[config.mk]
export PLATFORM = sky130hd
export DESIGN_NAME = ipv4_range_to_cidr_unit
export DESIGN_NICKNAME = d
export VERILOG_FILES = /design/src/design/ipv4c_pkg.sv /design/src/design/ipv4c_ctrl.sv /design/src/design/ipv4c_datapath.sv /design/src/design/ipv4_range_to_cidr_unit.sv
export VERILOG_INCLUDE_DIRS = /design/src /design/src/design
export SDC_FILE = /design/constraint.sdc
export NUM_CORES = 1
export LEC_CHECK = 0
export ABC_AREA = 1
export BUFFER_PORTS_ARGS = -buffer_cell sky130_fd_sc_hd__buf_4
export CAP_MARGIN = 10
export CORE_AREA = 2 2 131 133
export CTS_CLUSTER_SIZE = 30
export DETAILED_ROUTE_END_ITERATION = 7
export DIE_AREA = 0 0 133 135
export PLACE_DENSITY = 0.76
export SLEW_MARGIN = 20
export SYNTH_ARGS = -nofsm -noshare
export SYNTH_HDL_FRONTEND = slang
export SYNTH_SLANG_ARGS = --single-unit
[constraint.sdc]
create_clock -name clock -period 5 [get_ports clock]
set_input_delay 0.5 -clock clock [delete_from_list [all_inputs] [get_ports clock]]
set_output_delay 0.5 -clock clock [all_outputs]
set_load 0.05 [all_outputs]
[src/design/ipv4_range_to_cidr_unit_assert.svh]
// Assertion macros for the range-to-prefix unit.
`ifndef IPV4_RANGE_TO_CIDR_UNIT_ASSERT_SVH
`define IPV4_RANGE_TO_CIDR_UNIT_ASSERT_SVH

`ifndef SYNTHESIS

`define IPV4C_ASSERT(label, clk, rst, expr) \
   label: assert property (@(posedge clk) disable iff (rst) (expr)) \
      else $error("assertion failed");

`define IPV4C_ASSERT_NEXT(label, clk, rst, ante, cons) \
   label: assert property (@(posedge clk) disable iff (rst) (ante) |=> (cons)) \
      else $error("assertion failed");

`else

`define IPV4C_ASSERT(label, clk, rst, expr)

`define IPV4C_ASSERT_NEXT(label, clk, rst, ante, cons)

`endif

`endif

[src/design/ipv4c_pkg.sv]
package ipv4c_pkg;

   localparam int unsigned FIELD_WIDTH = 32;
   localparam int unsigned PLEN_WIDTH  = 6;

   typedef enum logic [0:0] {
      ST_IDLE,
      ST_WALK
   } state_type;

   typedef struct packed {
      logic load;
      logic grow;
      logic shrink;
      logic emit;
      logic emit_err;
   } cmd_type;

   typedef struct packed {
      logic range_bad;
      logic fit_cur;
      logic fit_up;
      logic is_last;
      logic rsp_free;
   } status_type;

endpackage

[src/design/ipv4c_ctrl.sv]
module ipv4c_ctrl (
   input  logic                 clock,
   input  logic                 reset,
   input  logic                 req_valid,
   output logic                 req_ready,
   input  ipv4c_pkg::status_type status_i,
   output ipv4c_pkg::cmd_type    cmd_o
);

   ipv4c_pkg::state_type state_ff;
   ipv4c_pkg::state_type state_in;

   always_ff @(posedge clock) begin
      if (reset) begin
         state_ff <= ipv4c_pkg::ST_IDLE;
      end else begin
         state_ff <= state_in;
      end
   end

   always_comb begin
      state_in  = state_ff;
      cmd_o     = '0;
      req_ready = 1'b0;
      case (state_ff)
         ipv4c_pkg::ST_IDLE: begin
            req_ready = 1'b1;
            if (req_valid) begin
               cmd_o.load = 1'b1;
               state_in   = ipv4c_pkg::ST_WALK;
            end
         end
         ipv4c_pkg::ST_WALK: begin
            if (status_i.range_bad) begin
               if (status_i.rsp_free) begin
                  cmd_o.emit_err = 1'b1;
                  state_in       = ipv4c_pkg::ST_IDLE;
               end
            end else if (!status_i.fit_cur) begin
               cmd_o.shrink = 1'b1;
            end else if (status_i.fit_up) begin
               cmd_o.grow = 1'b1;
            end else if (status_i.rsp_free) begin
               cmd_o.emit = 1'b1;
               if (status_i.is_last) begin
                  state_in = ipv4c_pkg::ST_IDLE;
               end
            end
         end
         default: begin
            state_in = ipv4c_pkg::ST_IDLE;
         end
      endcase
   end

endmodule

[src/design/ipv4c_datapath.sv]
`include "ipv4_range_to_cidr_unit_assert.svh"

module ipv4c_datapath #(
   parameter int unsigned ADDR_WIDTH = 32
) (
   input  logic                                  clock,
   input  logic                                  reset,
   input  logic [ipv4c_pkg::FIELD_WIDTH-1:0]     req_start_addr,
   input  logic [ipv4c_pkg::FIELD_WIDTH-1:0]     req_end_addr,
   output logic                                  rsp_valid,
   input  logic                                  rsp_ready,
   output logic [ipv4c_pkg::FIELD_WIDTH-1:0]     rsp_block_base,
   output logic [ipv4c_pkg::PLEN_WIDTH-1:0]      rsp_prefix_len,
   output logic                                  rsp_last_block,
   output logic                                  rsp_range_error,
   input  ipv4c_pkg::cmd_type                    cmd_i,
   output ipv4c_pkg::status_type                 status_o
);

   localparam int unsigned KW = $clog2(ADDR_WIDTH + 1);

   logic [ADDR_WIDTH-1:0] cur_ff, cur_in;
   logic [ADDR_WIDTH-1:0] end_ff, end_in;
   logic [KW-1:0]         k_ff, k_in;

   logic                                 rsp_valid_ff, rsp_valid_in;
   logic [ipv4c_pkg::FIELD_WIDTH-1:0]    base_ff, base_in;
   logic [ipv4c_pkg::PLEN_WIDTH-1:0]     plen_ff, plen_in;
   logic                                 last_ff, last_in;
   logic                                 err_ff, err_in;

   logic [ADDR_WIDTH-1:0] mask_cur;
   logic [ADDR_WIDTH-1:0] mask_up;
   logic [ADDR_WIDTH-1:0] blk_end;

   // mask_cur covers the low k bits; shift by ADDR_WIDTH gives all ones
   assign mask_cur = ~({ADDR_WIDTH{1'b1}} << k_ff);
   assign mask_up  = {mask_cur[ADDR_WIDTH-2:0], 1'b1};
   assign blk_end  = cur_ff | mask_cur;

   assign status_o.range_bad = cur_ff > end_ff;
   assign status_o.fit_cur   = ((cur_ff & mask_cur) == '0) && (blk_end <= end_ff);
   assign status_o.fit_up    = (k_ff < KW'(ADDR_WIDTH)) && ((cur_ff & mask_up) == '0)
                               && ((cur_ff | mask_up) <= end_ff);
   assign status_o.is_last   = blk_end == end_ff;
   assign status_o.rsp_free  = !rsp_valid_ff || rsp_ready;

   always_comb begin
      cur_in       = cur_ff;
      end_in       = end_ff;
      k_in         = k_ff;
      rsp_valid_in = rsp_valid_ff && !rsp_ready;
      base_in      = base_ff;
      plen_in      = plen_ff;
      last_in      = last_ff;
      err_in       = err_ff;
      if (cmd_i.load) begin
         cur_in = ADDR_WIDTH'(req_start_addr);
         end_in = ADDR_WIDTH'(req_end_addr);
         k_in   = '0;
      end
      if (cmd_i.grow) begin
         k_in = k_ff + KW'(1);
      end
      if (cmd_i.shrink) begin
         k_in = k_ff - KW'(1);
      end
      if (cmd_i.emit) begin
         rsp_valid_in = 1'b1;
         base_in      = ipv4c_pkg::FIELD_WIDTH'(cur_ff);
         plen_in      = ipv4c_pkg::PLEN_WIDTH'(KW'(ADDR_WIDTH) - k_ff);
         last_in      = status_o.is_last;
         err_in       = 1'b0;
         cur_in       = blk_end + ADDR_WIDTH'(1);
      end
      if (cmd_i.emit_err) begin
         rsp_valid_in = 1'b1;
         base_in      = '0;
         plen_in      = '0;
         last_in      = 1'b1;
         err_in       = 1'b1;
      end
   end

   always_ff @(posedge clock) begin
      if (reset) begin
         rsp_valid_ff <= 1'b0;
         k_ff         <= '0;
      end else begin
         rsp_valid_ff <= rsp_valid_in;
         k_ff         <= k_in;
      end
   end

   always_ff @(posedge clock) begin
      cur_ff  <= cur_in;
      end_ff  <= end_in;
      base_ff <= base_in;
      plen_ff <= plen_in;
      last_ff <= last_in;
      err_ff  <= err_in;
   end

   assign rsp_valid       = rsp_valid_ff;
   assign rsp_block_base  = base_ff;
   assign rsp_prefix_len  = plen_ff;
   assign rsp_last_block  = last_ff;
   assign rsp_range_error = err_ff;

   `IPV4C_ASSERT(a_k_bound, clock, reset, k_ff <= KW'(ADDR_WIDTH))
   `IPV4C_ASSERT(a_cmd_onehot, clock, reset, $onehot0(cmd_i))
   `IPV4C_ASSERT(a_emit_fits, clock, reset, !cmd_i.emit || (status_o.fit_cur && status_o.rsp_free))
   `IPV4C_ASSERT_NEXT(a_cursor_moves, clock, reset, cmd_i.emit && !status_o.is_last, cur_ff > $past(cur_ff))

endmodule

[src/design/ipv4_range_to_cidr_unit.sv]
// Channel   Ports                                   Direction  Handshake
// req       req_start_addr, req_end_addr            in         req_valid / req_ready
// rsp       rsp_block_base, rsp_prefix_len,         out        rsp_valid / rsp_ready
//           rsp_last_block, rsp_range_error
//
// One range is walked at a time; req_ready is high only between ranges.
// A range is a load, B block emits, G <= ADDR_WIDTH block-size grow steps and
// S <= ADDR_WIDTH shrink steps of the size register; a bad range: load, error emit.
// Reset is synchronous and clears the controller state and the result valid.
// A stalled rsp holds the walk at the emit step; the result register keeps the item.
module ipv4_range_to_cidr_unit #(
   parameter int unsigned ADDR_WIDTH = 32
) (
   input  logic                              clock,
   input  logic                              reset,
   input  logic                              req_valid,
   output logic                              req_ready,
   input  logic [ipv4c_pkg::FIELD_WIDTH-1:0] req_start_addr,
   input  logic [ipv4c_pkg::FIELD_WIDTH-1:0] req_end_addr,
   output logic                              rsp_valid,
   input  logic                              rsp_ready,
   output logic [ipv4c_pkg::FIELD_WIDTH-1:0] rsp_block_base,
   output logic [ipv4c_pkg::PLEN_WIDTH-1:0]  rsp_prefix_len,
   output logic                              rsp_last_block,
   output logic                              rsp_range_error
);

   ipv4c_pkg::cmd_type    cmd;
   ipv4c_pkg::status_type status;

   ipv4c_ctrl u_ctrl (
      .clock     (clock),
      .reset     (reset),
      .req_valid (req_valid),
      .req_ready (req_ready),
      .status_i  (status),
      .cmd_o     (cmd)
   );

   ipv4c_datapath #(
      .ADDR_WIDTH (ADDR_WIDTH)
   ) u_datapath (
      .clock           (clock),
      .reset           (reset),
      .req_start_addr  (req_start_addr),
      .req_end_addr    (req_end_addr),
      .rsp_valid       (rsp_valid),
      .rsp_ready       (rsp_ready),
      .rsp_block_base  (rsp_block_base),
      .rsp_prefix_len  (rsp_prefix_len),
      .rsp_last_block  (rsp_last_block),
      .rsp_range_error (rsp_range_error),
      .cmd_i           (cmd),
      .status_o        (status)
   );

endmodule
### Yosys cells after proc, flatten, opt, wreduce, memory -nomap -nowiden

Cells that the tools add are included.

* shifts and indexed selects: 1
* add/subtract/negate cells: 4
* bitwise gates (word level): 6
* magnitude comparators: 4
* eq/ne operators: 1
* reduce and logical (&&, ||, !) cells: 11
* muxes and demuxes: 26

Operators with widths (count)
* $and A32 B32 Y32: 2
* $le A32 B32 Y1: 2
* $logic_not A32 Y1: 2
* $mux W32: 2
* $or A32 B32 Y32: 2
* $add A32 B1 Y32 const B: 1
* $eq A32 B32 Y1: 1
* $gt A32 B32 Y1: 1
* $not A32 Y32: 1
* $shl A32 B6 Y32 const A: 1
* $mux W1: 18
* $mux W6: 3
* $add A6 B1 Y6 const B: 1
* $lt A6 B6 Y1 const B: 1
* $sub A6 B1 Y6 const B: 1
* $sub A6 B6 Y6 const A: 1
* $logic_and A1 B1 Y1: 4
* $mux W4: 1
* $mux W3: 1
* $reduce_bool A3 Y1: 1
* $logic_not A1 Y1: 2
* $pmux W1 S2: 1
* $reduce_bool A2 Y1: 1
* $logic_or A1 B1 Y1: 1
* $not A1 Y1: 1

* logic and storage cells: 62
* input port bits: 68
* output and inout port bits: 42
* flip-flop bits (word level): 112

### Longest topological paths before layout

* word-level depth: 12
* gate-level depth with buffers: 26
* gate-level depth less buffers: 26

### Cells and area by module

A second synthesis with hierarchy kept.

* cells, all modules: 1152
* area, all modules: 8679.6 sq um

By module, submodules not included
* ipv4c_datapath: area each 8573.2 sq um, seq. area each 2862.7 sq um, cells an instance 1133, times used 1
* ipv4c_ctrl: area each 106.4 sq um, seq. area each 20.0 sq um, cells an instance 19, times used 1

### Worst setup path before layout

Ideal clock, no wire load.

* kind: reg2reg
* from: register u_datapath.k_ff[0]
* to: register u_datapath.cur_ff[0] (enable)
* clock period less this slack: 3.842 ns
* setup slack: 1.158 ns
* arrival: 3.452 ns
* buffers on the path: 2
* setup time: 0.389 ns
* cell stages (with the launch flop): 21
* required time: 4.611 ns
* cell sequence: dfxtp_1 -> inv_1 -> ha_1 -> inv_1 -> ha_1 -> inv_1 -> nand2_1 -> nand2_1 -> nand2_1 -> ha_1 -> nand2_1 -> nor3_1 -> and3_1 -> nand2_1 -> nand2_1 -> nand2_2 -> nor2_4 -> nand3_4 -> buf_6 -> buf_6 -> nand2_1

* cells in the longest elaborated chain, start to end: 11
* elaborated cells between the ends (all ways): 19
* classes of those cells: 3 x order compare; 1 x shift; 4 x mux; 5 x bitwise; 6 x reduce/logical

Ends and longest elaborated chain
* from (decl): line ipv4c_datapath.sv:24 `logic [KW-1:0] k_ff, k_in;`
* from (signal assigned): line ipv4c_datapath.sv:91 `k_ff <= k_in;`
* parallel branches: the longest is 7 deep, another holds $le A32 B32 Y1
* $mux W1 *: line ipv4c_ctrl.sv:39 `end else if (!status_i.fit_cur) begin`
* $mux W3 *: line ipv4c_ctrl.sv:34 `if (status_i.range_bad) begin`
* $mux W4 *: line ipv4c_ctrl.sv:25 `case (state_ff)`
* $reduce_bool A2 Y1 (no source line) *
* to (signal assigned): line ipv4c_datapath.sv:96 `cur_ff <= cur_in;`
* to (decl): line ipv4c_datapath.sv:22 `logic [ADDR_WIDTH-1:0] cur_ff, cur_in;`

Every way passes the cells marked *.
A chain may end at the register's enable or synchronous reset.

### Final worst setup path

* from: register u_datapath.k_ff[4]
* to: register u_datapath.cur_ff[24] (data pin)

* cells in the longest elaborated chain, start to end: 11
* elaborated cells between the ends (all ways): 20
* classes of those cells: 1 x add/sub; 3 x order compare; 1 x shift; 5 x mux; 5 x bitwise; 5 x reduce/logical

Ends and longest elaborated chain
* parallel branches: the longest is 10 deep, another holds $le A32 B32 Y1
* $mux W32 *: line ipv4c_datapath.sv:68 `if (cmd_i.emit) begin`
* net u_datapath.cur_in[24]: line ipv4c_datapath.sv:22

Mark *: on every way through the listed nets, which the timed path passes.

==> metrics.cfg <==
[die]
floorplan_die_area_um2=18000
start_util=0.546
ioPinCount=110
core_area_um2=16400
num_rows=47
dieHeight_um=135
dieWidth_um=133

[setup_path]
most_frequent_cp_cell=sky130_fd_sc_hd__nand2_1
timing.critical_path.arrival_ns=4.71
path_delay_family=simple AND/OR/NAND/NOR gates
worst_path_cell_with_the_longest_stage_delay=sky130_fd_sc_hd__dfxtp_1
worstPathMaxFanout=26
crit_path_start_kind=flop
critPathMaxStageDelay_ns=0.71
path_cells=nand2_2 -> nand2_1 -> o21ai_0 -> nand2_1 -> ha_1 -> nand4_1 -> nor3_1 -> and3_1 -> nand2_1 -> nand2_1 -> nand2_2 -> nor2_4 -> nand3_4 -> clkinv_2 -> nand2_1 -> o21ai_0 -> inv_1
worst_path_class_setup=reg2reg
cp_required_ns=5.12
endpoint_kind=flop
cp.buffers_inverters=2

[layout]
fin_cells=1635
antennaDiodeCount=0
share_of_final_layout_standard_cells_stronger_than_drive_strength_1=0.107
multiInputGateArea_um2=5100
regArea_um2=2880
final_util=0.621
total_nets_final=1581
fill_cells=1603
area_growth_pct=13.8

[clock_tree]
cts_num_sinks=112
h-tree-depth=3
cts_post_setup_buffers_inserted=0
numCtsBuffers=9
clock_latency_ns=0.36
cts_tree=built
root_buffer=sky130_fd_sc_hd__clkbuf_16
clock_path_buffers=2
clkTransAtPathRegs_ns=0.08

[detailed_routing]
drt_first_pass_iters=5
post_drt_via_cell_ratio=5.24
detail_route.iter0.violations=758
avgRoutedWirePerCell_um=16.7
wl_um=27300
route.antenna.remaining_nets=0
dr_total_vias=8565
drcViolationCount=0

[yosys]
postSynthNetCount=1481
post_synth_num_cell_types=36
netlist_top_cells_count=441 x sky130_fd_sc_hd__nand2_1, 199 x sky130_fd_sc_hd__inv_1, 170 x sky130_fd_sc_hd__nor2_1
synth_seq_cells=112
synth_top_area_frac=0.215
largest_cells_by_area_after_synthesis=sky130_fd_sc_hd__edfxtp_1 21%, sky130_fd_sc_hd__nand2_1 18%, sky130_fd_sc_hd__ha_1 14%
netlist.top_cell.by_area=sky130_fd_sc_hd__edfxtp_1
synth_ff_type=sky130_fd_sc_hd__edfxtp_1
synth_cells=1310
synth.most_common_cell=sky130_fd_sc_hd__nand2_1
yosys_warnings=0
number_of_enable_flip_flop_cells_after_synthesis=64
synth.avg_cell_area_um2=6.83
async_reset_ff_frac=0
seq_total_area_yosys=0.322
syn_std_cell_area_um2=8950

[grt]
grt_start_max_net_pins=93
total_grt_overflow=0
antenna_violations_before_repair=0
wire_length_of_the_first_global_routing_pass_um=42500
first_global_vias=7904
globalRouteTotalUtil=0.311

[pwr]
peakVddDrop_uv=278
p_leak_nw=5.63
power.density_cell_area_nw_per_um2=422

[placed_design]
placedCellCount=1619
portBuffers=109
hpwl_um=22100
routabilityCongestion=1.04

[sta]
timing.clock.skew_ns=0.0124
min_period_over_period=0.919
finalSetupViolations=0
slew-limit-headroom=0.549
slew_worst_pin_ns=0.669
timing.final.hold_violations=0
final_max_slew_violation_count=0
tns_ns=0
rsz0062_at_grt=false
post-route-min-period_ns=4.60
max_clock_freq_ghz=0.218

[job]
timing.max_cap.violations=0

[outcome]
run_status=finished, final reports clean

[min_path]
class_of_the_worst_hold_path=in2reg

area by class of cell:
cell class / instances / area share
Multi-Input combinational cell: 967 / 0.501
Sequential cell: 112 / 0.283
Timing Repair Buffer: 116 / 0.0867
Inverter: 204 / 0.0753
Tap cell: 220 / 0.0270
Clock buffer: 10 / 0.0225
Clock inverter: 6 / 0.00503
where the power goes:
group	internal, mW	leakage, nW	switching [mW]	total, mW
Sequential	1.22	1.01	0.192	1.41
Combinational	0.684	4.47	1.49	2.17
Clock	0.348	0.141	0.363	0.711
worst paths after layout:
kind | startpoint | endpoint | depth (start not counted) | slack, ns
worst max-delay path | u_datapath.k_ff[4]$_SDFFE_PP0P_ | u_datapath.cur_ff[24]$_DFFE_PP_ | 17 | 0.40
worst min-delay path | req_end_addr[11] | u_datapath.end_ff[11]$_DFFE_PP_ | 1 | 0.31
worst max register to register | u_datapath.k_ff[4]$_SDFFE_PP0P_ | u_datapath.cur_ff[24]$_DFFE_PP_ | 17 | 0.40
worst min register to register | u_datapath.rsp_range_error$_SDFFE_PP1N_ | u_datapath.rsp_range_error$_SDFFE_PP1N_ | 2 | 0.46
layout by cell type (no fill, tap or decap), types with 2 or more instances in the layout:
cell type / count
sky130_fd_sc_hd__xor2_1: 21
sky130_fd_sc_hd__clkinv_4: 2
sky130_fd_sc_hd__or2_2: 2
sky130_fd_sc_hd__nor2_8: 2
sky130_fd_sc_hd__clkinv_2: 2
sky130_fd_sc_hd__a21o_1: 5
sky130_fd_sc_hd__o21ai_1: 32
sky130_fd_sc_hd__nor2_2: 4
sky130_fd_sc_hd__nand2_2: 2
sky130_fd_sc_hd__nand4_1: 20
sky130_fd_sc_hd__nand2_1: 441
sky130_fd_sc_hd__dfxtp_1: 48
sky130_fd_sc_hd__ha_1: 103
sky130_fd_sc_hd__inv_1: 199
sky130_fd_sc_hd__nor2_1: 170
sky130_fd_sc_hd__o211ai_1: 2
sky130_fd_sc_hd__o21ai_0: 23
sky130_fd_sc_hd__edfxtp_1: 64
sky130_fd_sc_hd__inv_8: 2
sky130_fd_sc_hd__nand3b_1: 3
sky130_fd_sc_hd__buf_4: 115
sky130_fd_sc_hd__xnor2_1: 10
sky130_fd_sc_hd__clkbuf_16: 9
sky130_fd_sc_hd__inv_2: 4
sky130_fd_sc_hd__a21oi_1: 44
sky130_fd_sc_hd__nand3_1: 63
sky130_fd_sc_hd__nor3_1: 10
registers in the layout (all words and copies together), names as in the netlist:
register	cells
u_ctrl.state_ff	1
u_datapath.cur_ff	32
u_datapath.end_ff	32
u_datapath.k_ff	6
u_datapath.rsp_prefix_len	6
u_datapath.rsp_range_error	1
u_datapath.rsp_block_base	32
u_datapath.rsp_valid	1
u_datapath.rsp_last_block	1
layer usage:
| metal | vias to the layer above | wire length (µm) | track usage |
|---|---|---|---|
| li1 | 4339 | - | - |
| met1 | 3857 | 12800 | 0.451 |
| met2 | 324 | 11900 | 0.482 |
| met3 | 45 | 1960 | 0.0417 |
| met4 | 0 | 625 | 0.0968 |
| met5 | - | 0 | 0 |
kinds of logic after synthesis:
group	synth area share
and+or+nand+nor	0.331
buffers and inverters	0.108
DFF	0.322
AOI/OAI and AO/OA	0.0650
adders and majority gates	0.144
xor gates and xnor gates	0.0303
per-stage QoR:
stage | hold slack [ns] | setup slack, ns | power [mW] | instance area (µm²)
after CTS | 0.307 | 0.362 | 4.29 | 10200
after detailed placement | 0.449 | 0.375 | 3.58 | 9910
after floorplan | 0.507 | 1.16 | 2.94 | 8950
after global placement | 0.430 | 0.330 | 3.56 | 9910
after global routing | 0.306 | 0.0220 | 4.58 | 10200
final | 0.310 | 0.403 | 4.30 | 10200
repair_timing:
action / CTS / global route
setup endpoints to repair: 0 / 12
gates resized for setup: 0 / 1
hold buffers: 0 / 0
Note: power is estimated with default switching activity, not from simulation.
